[src/rtl/itd_pkg.sv]
// Package for the signed decimal field formatter.
// Holds widths, ASCII codes and the command/status structs shared by the
// controller and the datapath. No dependencies.
`default_nettype none

package itd_pkg;

  localparam int unsigned ValueW        = 32;
  localparam int unsigned WidthW        = 6;
  localparam int unsigned CharW         = 6;
  localparam int unsigned MaxFieldWidth = 63;
  localparam int unsigned NumDigits     = 10;
  localparam int unsigned BcdW          = 4 * NumDigits;
  localparam int unsigned BitCntW       = $clog2(ValueW);
  localparam int unsigned LenW          = 4;

  localparam logic [CharW-1:0] ChZero  = CharW'(48);
  localparam logic [CharW-1:0] ChMinus = CharW'(45);
  localparam logic [CharW-1:0] ChSpace = CharW'(32);

  typedef struct packed {
    logic load;
    logic shift;
    logic size;
    logic emit;
  } itd_cmd_t;

  typedef struct packed {
    logic last_char;
  } itd_sts_t;

endpackage

`default_nettype wire

[src/rtl/itd_in_if.sv]
// Input channel of the decimal formatter: valid/ready plus the field request.
// Depends on itd_pkg.
`default_nettype none

interface itd_in_if;
  import itd_pkg::*;

  logic                     valid;
  logic                     ready;
  logic signed [ValueW-1:0] value;
  logic        [WidthW-1:0] field_width;
  logic                     left_adjust;
  logic                     zero_pad;

  modport source (output valid, output value, output field_width,
                  output left_adjust, output zero_pad, input ready);
  modport sink   (input valid, input value, input field_width,
                  input left_adjust, input zero_pad, output ready);
endinterface

`default_nettype wire

[src/rtl/itd_out_if.sv]
// Output channel of the decimal formatter: valid/ready plus one character.
// Depends on itd_pkg.
`default_nettype none

interface itd_out_if;
  import itd_pkg::*;

  logic             valid;
  logic             ready;
  logic [CharW-1:0] out_char;
  logic             last;

  modport source (output valid, output out_char, output last, input ready);
  modport sink   (input valid, input out_char, input last, output ready);
endinterface

`default_nettype wire

[src/rtl/itd_ctrl.sv]
// Controller of the decimal formatter: sequences capture, binary-to-BCD
// conversion, sizing and character emission. Depends on itd_pkg.
`default_nettype none

module itd_ctrl (
  input  wire logic              clk_i,
  input  wire logic              rst_ni,
  input  wire logic              in_valid_i,
  output logic                   in_ready_o,
  output logic                   out_valid_o,
  input  wire logic              out_ready_i,
  input  wire itd_pkg::itd_sts_t sts_i,
  output itd_pkg::itd_cmd_t      cmd_o
);
  import itd_pkg::*;

  localparam logic [1:0] StIdle = 2'd0;
  localparam logic [1:0] StConv = 2'd1;
  localparam logic [1:0] StSize = 2'd2;
  localparam logic [1:0] StEmit = 2'd3;

  logic [1:0]         state_q, state_d;
  logic [BitCntW-1:0] cnt_q, cnt_d;
  logic               out_valid_q, out_valid_d;
  logic               emit;

  assign in_ready_o  = (state_q == StIdle);
  assign out_valid_o = out_valid_q;
  assign emit        = (state_q == StEmit) && (!out_valid_q || out_ready_i);

  always_comb begin
    cmd_o.load  = in_valid_i && in_ready_o;
    cmd_o.shift = (state_q == StConv);
    cmd_o.size  = (state_q == StSize);
    cmd_o.emit  = emit;
  end

  always_comb begin
    state_d     = state_q;
    cnt_d       = cnt_q;
    out_valid_d = out_valid_q;
    if (out_ready_i) begin
      out_valid_d = 1'b0;
    end
    if (emit) begin
      out_valid_d = 1'b1;
    end
    unique case (state_q)
      StIdle: begin
        if (in_valid_i) begin
          state_d = StConv;
          cnt_d   = BitCntW'(ValueW - 1);
        end
      end
      StConv: begin
        cnt_d = cnt_q - BitCntW'(1);
        if (cnt_q == '0) begin
          state_d = StSize;
        end
      end
      StSize: begin
        state_d = StEmit;
      end
      StEmit: begin
        if (emit && sts_i.last_char) begin
          state_d = StIdle;
        end
      end
      default: state_d = StIdle;
    endcase
  end

  always_ff @(posedge clk_i or negedge rst_ni) begin
    if (!rst_ni) begin
      state_q     <= StIdle;
      cnt_q       <= '0;
      out_valid_q <= 1'b0;
    end else begin
      state_q     <= state_d;
      cnt_q       <= cnt_d;
      out_valid_q <= out_valid_d;
    end
  end

endmodule

`default_nettype wire

[src/rtl/itd_datapath.sv]
// Datapath of the decimal formatter: magnitude, shift-add-3 BCD converter,
// field sizing, position counter and output character register.
// Depends on itd_pkg.
`default_nettype none

module itd_datapath (
  input  wire logic                     clk_i,
  input  wire logic                     rst_ni,
  input  wire itd_pkg::itd_cmd_t        cmd_i,
  output itd_pkg::itd_sts_t             sts_o,
  input  wire logic [itd_pkg::ValueW-1:0] value_i,
  input  wire logic [itd_pkg::WidthW-1:0] field_width_i,
  input  wire logic                     left_adjust_i,
  input  wire logic                     zero_pad_i,
  output logic [itd_pkg::CharW-1:0]     out_char_o,
  output logic                          last_o
);
  import itd_pkg::*;

  logic [ValueW-1:0] mag_q, mag_d;
  logic [BcdW-1:0]   bcd_q, bcd_d;
  logic [BcdW-1:0]   bcd_adj;
  logic              neg_q;
  logic [WidthW-1:0] width_q, width_sat;
  logic              ladj_q, zpad_q;
  logic [LenW-1:0]   len_q, len_d, ndig;
  logic [WidthW-1:0] pad_q, pad_d;
  logic [WidthW-1:0] last_pos_q, last_pos_d;
  logic [WidthW-1:0] pos_q;
  logic [CharW-1:0]  char_q, char_d;
  logic              last_q;
  logic              in_pad;
  logic [WidthW-1:0] tpos;
  logic [LenW-1:0]   didx;
  logic [3:0]        digit;

  assign width_sat = ({1'b0, field_width_i} > (WidthW+1)'(MaxFieldWidth)) ?
                     WidthW'(MaxFieldWidth) : field_width_i;

  always_comb begin
    bcd_adj = bcd_q;
    for (int i = 0; i < NumDigits; i++) begin
      if (bcd_q[4*i +: 4] >= 4'd5) begin
        bcd_adj[4*i +: 4] = bcd_q[4*i +: 4] + 4'd3;
      end
    end
    bcd_d = {bcd_adj[BcdW-2:0], mag_q[ValueW-1]};
    mag_d = {mag_q[ValueW-2:0], 1'b0};
  end

  always_comb begin
    ndig = LenW'(1);
    for (int i = 0; i < NumDigits; i++) begin
      if (bcd_q[4*i +: 4] != 4'd0) begin
        ndig = LenW'(i + 1);
      end
    end
    len_d = ndig + LenW'(neg_q);
    if (WidthW'(len_d) < width_q) begin
      pad_d = width_q - WidthW'(len_d);
    end else begin
      pad_d = '0;
    end
    last_pos_d = WidthW'(len_d) + pad_d - WidthW'(1);
  end

  always_comb begin
    if (ladj_q) begin
      in_pad = (pos_q >= WidthW'(len_q));
      tpos   = pos_q;
    end else begin
      in_pad = (pos_q < pad_q);
      tpos   = pos_q - pad_q;
    end
    didx  = len_q - LenW'(1) - tpos[LenW-1:0];
    digit = 4'd0;
    for (int i = 0; i < NumDigits; i++) begin
      if (didx == LenW'(i)) begin
        digit = bcd_q[4*i +: 4];
      end
    end
    if (in_pad) begin
      char_d = zpad_q ? ChZero : ChSpace;
    end else if (neg_q && (tpos == '0)) begin
      char_d = ChMinus;
    end else begin
      char_d = ChZero + CharW'(digit);
    end
  end

  assign sts_o.last_char = (pos_q == last_pos_q);

  always_ff @(posedge clk_i or negedge rst_ni) begin
    if (!rst_ni) begin
      pos_q <= '0;
    end else if (cmd_i.load) begin
      pos_q <= '0;
    end else if (cmd_i.emit) begin
      pos_q <= pos_q + WidthW'(1);
    end
  end

  always_ff @(posedge clk_i) begin
    if (cmd_i.load) begin
      neg_q   <= value_i[ValueW-1];
      mag_q   <= value_i[ValueW-1] ? (ValueW'(0) - value_i) : value_i;
      bcd_q   <= '0;
      width_q <= width_sat;
      ladj_q  <= left_adjust_i;
      zpad_q  <= zero_pad_i;
    end else if (cmd_i.shift) begin
      mag_q <= mag_d;
      bcd_q <= bcd_d;
    end
    if (cmd_i.size) begin
      len_q      <= len_d;
      pad_q      <= pad_d;
      last_pos_q <= last_pos_d;
    end
    if (cmd_i.emit) begin
      char_q <= char_d;
      last_q <= sts_o.last_char;
    end
  end

  assign out_char_o = char_q;
  assign last_o     = last_q;

endmodule

`default_nettype wire

[src/rtl/int_to_decimal_padded_ascii_top.sv]
// Signed decimal field formatter, printf %d style, one ASCII character out per cycle
// while the receiver is ready. The 32-step bit-serial BCD converter runs before the
// first character; a new field is accepted only after the last character of the
// previous field has been emitted.
// Reset: asynchronous, active low; clears the controller, output valid and the
// character position only. Depends on itd_pkg, itd_in_if, itd_out_if, itd_ctrl, itd_datapath.
`default_nettype none

module int_to_decimal_padded_ascii_top (
  input  wire logic clk_i,
  input  wire logic rst_ni,
  itd_in_if.sink    in_i,
  itd_out_if.source out_o
);
  import itd_pkg::*;

  itd_cmd_t cmd;
  itd_sts_t sts;
  logic     in_ready;
  logic     out_valid;

  itd_ctrl u_ctrl (
    .clk_i       (clk_i),
    .rst_ni      (rst_ni),
    .in_valid_i  (in_i.valid),
    .in_ready_o  (in_ready),
    .out_valid_o (out_valid),
    .out_ready_i (out_o.ready),
    .sts_i       (sts),
    .cmd_o       (cmd)
  );

  itd_datapath u_datapath (
    .clk_i         (clk_i),
    .rst_ni        (rst_ni),
    .cmd_i         (cmd),
    .sts_o         (sts),
    .value_i       (in_i.value),
    .field_width_i (in_i.field_width),
    .left_adjust_i (in_i.left_adjust),
    .zero_pad_i    (in_i.zero_pad),
    .out_char_o    (out_o.out_char),
    .last_o        (out_o.last)
  );

  assign in_i.ready  = in_ready;
  assign out_o.valid = out_valid;

endmodule

`default_nettype wire

[src/flat_wrapper.sv]
// flat-port wrapper written by rule: the top's interface ports become plain ports
module int_to_decimal_padded_ascii_top_flat import itd_pkg::*;
  (clk_i, rst_ni, in_i_valid, in_i_value, in_i_field_width, in_i_left_adjust, in_i_zero_pad, in_i_ready, out_o_valid, out_o_out_char, out_o_last, out_o_ready);
  itd_in_if in_i_i ();
  itd_out_if out_o_i ();
  input  wire logic clk_i;
  input  wire logic rst_ni;
  input wire logic [$bits(in_i_i.valid)-1:0] in_i_valid;
  input wire logic [$bits(in_i_i.value)-1:0] in_i_value;
  input wire logic [$bits(in_i_i.field_width)-1:0] in_i_field_width;
  input wire logic [$bits(in_i_i.left_adjust)-1:0] in_i_left_adjust;
  input wire logic [$bits(in_i_i.zero_pad)-1:0] in_i_zero_pad;
  output wire logic [$bits(in_i_i.ready)-1:0] in_i_ready;
  output wire logic [$bits(out_o_i.valid)-1:0] out_o_valid;
  output wire logic [$bits(out_o_i.out_char)-1:0] out_o_out_char;
  output wire logic [$bits(out_o_i.last)-1:0] out_o_last;
  input wire logic [$bits(out_o_i.ready)-1:0] out_o_ready;
  assign in_i_i.valid = in_i_valid;
  assign in_i_i.value = in_i_value;
  assign in_i_i.field_width = in_i_field_width;
  assign in_i_i.left_adjust = in_i_left_adjust;
  assign in_i_i.zero_pad = in_i_zero_pad;
  assign in_i_ready = in_i_i.ready;
  assign out_o_valid = out_o_i.valid;
  assign out_o_out_char = out_o_i.out_char;
  assign out_o_last = out_o_i.last;
  assign out_o_i.ready = out_o_ready;
  int_to_decimal_padded_ascii_top u_core (.clk_i(clk_i), .rst_ni(rst_ni), .in_i(in_i_i), .out_o(out_o_i));
endmodule
[config.mk]
export PLATFORM = sky130hd
export DESIGN_NAME = int_to_decimal_padded_ascii_top_flat
export DESIGN_NICKNAME = d
export VERILOG_FILES = /design/src/rtl/itd_pkg.sv /design/src/rtl/itd_in_if.sv /design/src/rtl/itd_out_if.sv /design/src/rtl/itd_ctrl.sv /design/src/rtl/itd_datapath.sv /design/src/rtl/int_to_decimal_padded_ascii_top.sv /design/src/flat_wrapper.sv
export SDC_FILE = /design/constraint.sdc
export NUM_CORES = 1
export LEC_CHECK = 0
export BUFFER_PORTS_ARGS = -buffer_cell sky130_fd_sc_hd__buf_4
export CORE_ASPECT_RATIO = 1.2
export CORE_MARGIN = 8
export CORE_UTILIZATION = 60
export CTS_CLUSTER_SIZE = 28
export DETAILED_ROUTE_END_ITERATION = 10
export GPL_TIMING_DRIVEN = 0
export PLACE_DENSITY = 0.81
export RECOVER_POWER = 50
export SLEW_MARGIN = 20
export SYNTH_ARGS = -nofsm -noshare
export SYNTH_HDL_FRONTEND = slang
export SYNTH_SLANG_ARGS = --single-unit
[constraint.sdc]
create_clock -name clk_i -period 9.6 [get_ports clk_i]
set_clock_uncertainty 0.15 [all_clocks]
set_input_delay 0.48 -clock clk_i [delete_from_list [all_inputs] [get_ports clk_i]]
set_output_delay 0.48 -clock clk_i [all_outputs]
set_load 0.05 [all_outputs]
==> impl_results.md <==
- Outcome: finished clean
- Final Hold Viols: 0
- Final min period: between 5 and 6 ns
- CP endpoint kind: flip-flop
- FF/Latch Area: 0.00304 mm^2
- Metal-1 WL: between 6 and 7 mm
- Largest net degree at the start of global routing: 33
- Top FF cell, synth: edfxtp_1
- Fin nets: around 990
- CP most frequent cell: ha_1
- Post-CTS setup buffer count: 0
- Filler Cell Count: about 980
- Share of layout cells above drive strength 1: 11.3%
- Layout area overhead: 15.2%
- Critical Path Start: u_core.u_datapath.bcd_q[4]
- Die W: 119 um
- Multi-input logic area: about 0.0043 mm^2
- Yosys top cell area share: approximately 25%
- Post-synthesis cell type count: about 60
- Slew HR: 31.5%
- Wire length per cell: 16.0 um
- Total routed wirelength: ~17 mm
- Detail Route met2 WL: around 8.7 mm
- Data arrival, critical path: 5.60 ns
- First-pass GRT wire length: 28.7 mm
- CP Launch Type: flip-flop
- Clock buffer count from CTS: 17
- Gate count after technology mapping: between 800 and 900
- Ranking of synthesized cells by area: edfxtp_1 25%, dfxtp_1 11%, ha_1 8.4%
- Post-route clock period utilization: between 50 and 60%
- Overall routing resource usage: roughly a fifth
- Yosys reg bits: between 100 and 150
- Port Buf Inserts: between 50 and 60
- CP top delay family: adder cells
- Root buffer cell: clkbuf_16
- F_max: between 150 and 200 MHz
- Worst-path maximum fanout: 9
- Num ports: 53
- Placer Congestion: around 0.87
- Crit path buf inv count: 4
- Die Height: about 140 um
- ANT nets after route: 0
- Crit Path Category: flip-flop to flip-flop
- Most common cell after layout, fill and taps aside: o21ai_0
- DRC: 0
- Antenna violations before repair: 0
- HPWL after DPL: 12.4 mm
- Post-synthesis sequential area ratio: approximately 40%
- Min-delay src: in_i_field_width[2]
- YS warnings: 0
- Max-Cap Viols: 0
- Longest Clk Path Bufs: 2
- DRT iter0 DRCs: between 400 and 500
- Worst Tran Pin Value: 1.03 ns
- R2r startpoint: u_core.u_datapath.bcd_q[4]
- Hold crit path type: primary input to flip-flop
- Core ar.: between 0.01 and 0.015 mm^2
- RSZ-0062 raised after global routing: false
- Initial Utilization: between 60% and 70%
- # clock sinks: about 120
- Vias/cell: about 5.7
- CP max stage cell: fa_1
- CTS tree: done
- Slowest stage delay, CP: 0.42 ns
- # H-tree levels: 4
- Die area: 0.0166 mm^2
- Syn Std Cell Area: about 0.0076 mm^2
- Highest metal used: met4
- Most frequent cells in the layout: 82 x o21ai_0, 80 x nand2_1, 64 x nor2_1
- Vias: approximately 6100
- Routed met3 length: around 930 um
- Post-CTS Hold Fix Bufs: 1
- EDFF count, synth: 63
- Final setup vio count: 0
- Max-slew violation count: 0
- Clock latency on the worst-skew pair: ~0.42 ns
- Mapped Nets: between 900 and 1000
- Async SR Flop Fraction: roughly an eighth
- Overflow after GRT: 0
- Worst EP required: roughly 9.6 ns
- Setup TNS: 0 ns
- Antenna cell count: 0
- Clock slew at reported path FFs: 0.05 ns
- Avg Inst Size Synth: between 9 and 10 um^2
- Pre-Repair DR Iteration Count: 7
- # rows: 45
- Post-synth top area cell: edfxtp_1
- Vias in the first global route: between 6000 and 7000
- PostCTS Resize Cnt: 0
-- per-stage QoR --
step | instance area (um^2) | utilization, % | cells | setup slack, ns | hold WS (ns)
after CTS | 8820 | 70.3 | 1065 | 3.99 | 0.0781
after detailed placement | 8210 | 65.4 | 1032 | 4.02 | 0.192
after floorplan | 7620 | - | 817 | 4.58 | 0.0344
final | 8780 | 69.9 | 1065 | 4.00 | 0.108
after global placement | 8210 | 65.4 | 1032 | 4.11 | 0.191
after global routing | 8780 | 69.9 | 1065 | 3.58 | 0.0998
-- synth_stat cells, types with 4 or more instances --
cell type	n
or3_1	7
o21ai_0	82
o21a_1	4
a21o_1	5
xnor2_1	29
a31oi_1	8
mux2_2	6
ha_1	51
o41ai_1	5
nand2_1	81
dfrtp_1	14
nor3_1	20
nor3b_2	4
mux2i_1	27
a21oi_1	58
fa_1	4
xor2_1	43
nor2_1	64
buf_1	4
nor2b_1	5
nand3b_1	4
edfxtp_1	63
or4_1	4
o31ai_1	12
inv_1	50
nand4_1	8
dfxtp_1	40
nand2b_1	18
nor4_1	7
clkbuf_1	26
nand3_1	22
mux4_2	4
-- cell type report --
| type | instances | share of cell area (%) |
|---|---|---|
| multi-input combinational | 617 | 48.6 |
| sequential | 117 | 34.7 |
| clock buffer | 23 | 5.44 |
| timing repair buffer | 52 | 4.00 |
| tap | 164 | 2.34 |
| inverter | 52 | 2.22 |
| clock inverter | 9 | 1.41 |
| buffer | 31 | 1.37 |
-- flip-flops by register name, indices dropped and copies added (netlist names) --
signal and flops:
u_core.u_datapath.neg_q 1, u_core.u_datapath.ladj_q 1, u_core.u_datapath.last_o 1, u_core.u_datapath.last_pos_q 6, u_core.u_ctrl.state_q 2, u_core.u_datapath.zpad_q 1, u_core.u_datapath.len_q 4, u_core.u_datapath.out_char_o 5
u_core.u_datapath.width_q 6, u_core.u_ctrl.cnt_q 5, u_core.u_ctrl.out_valid_o 1, u_core.u_datapath.mag_q 32, u_core.u_datapath.pos_q 6, u_core.u_datapath.bcd_q 40, u_core.u_datapath.pad_q 6
-- path summary, 6_finish.rpt --
| kind | end | slack (ns) | cells after the start |
|---|---|---|---|
| min in group asynchronous | u_core.u_ctrl.cnt_q[1] | 0.52 | 2 |
| hold reg to reg | u_core.u_ctrl.cnt_q[0] | 0.37 | 1 |
| max in group asynchronous | u_core.u_datapath.pos_q[1] | 8.28 | 2 |
| setup / recovery | u_core.u_datapath.last_pos_q[5] | 4.00 | 26 |
| hold / removal | u_core.u_datapath.width_q[2] | 0.11 | 1 |
| setup reg to reg | u_core.u_datapath.last_pos_q[5] | 4.00 | 26 |
-- metal layers --
metal	vias to the layer above	track usage, %
met1	2883	23.4
met4	0	9.07
met3	35	5.50
li1	3034	-
met5	-	0
met2	170	36.9
-- cell families (layout without fill, tap and decap cells) --
kind of cell,count (synthesis),after routing,share of synthesized area (%)
AND/OR/NAND/NOR,262,262,17.3
other,1,1,0.0492
adder cells (fa/ha/maj),56,56,9.57
multiplexers,38,38,5.81
flip-flops,117,117,39.9
buffers and inverters,83,167,4.14
AO/OA/AOI/OAI,186,186,14.3
XOR/XNOR,74,74,8.93
Power is left out: the tool's default activity adds up to more than one toggle a clock period on the data nets, which glitch-free logic cannot reach.
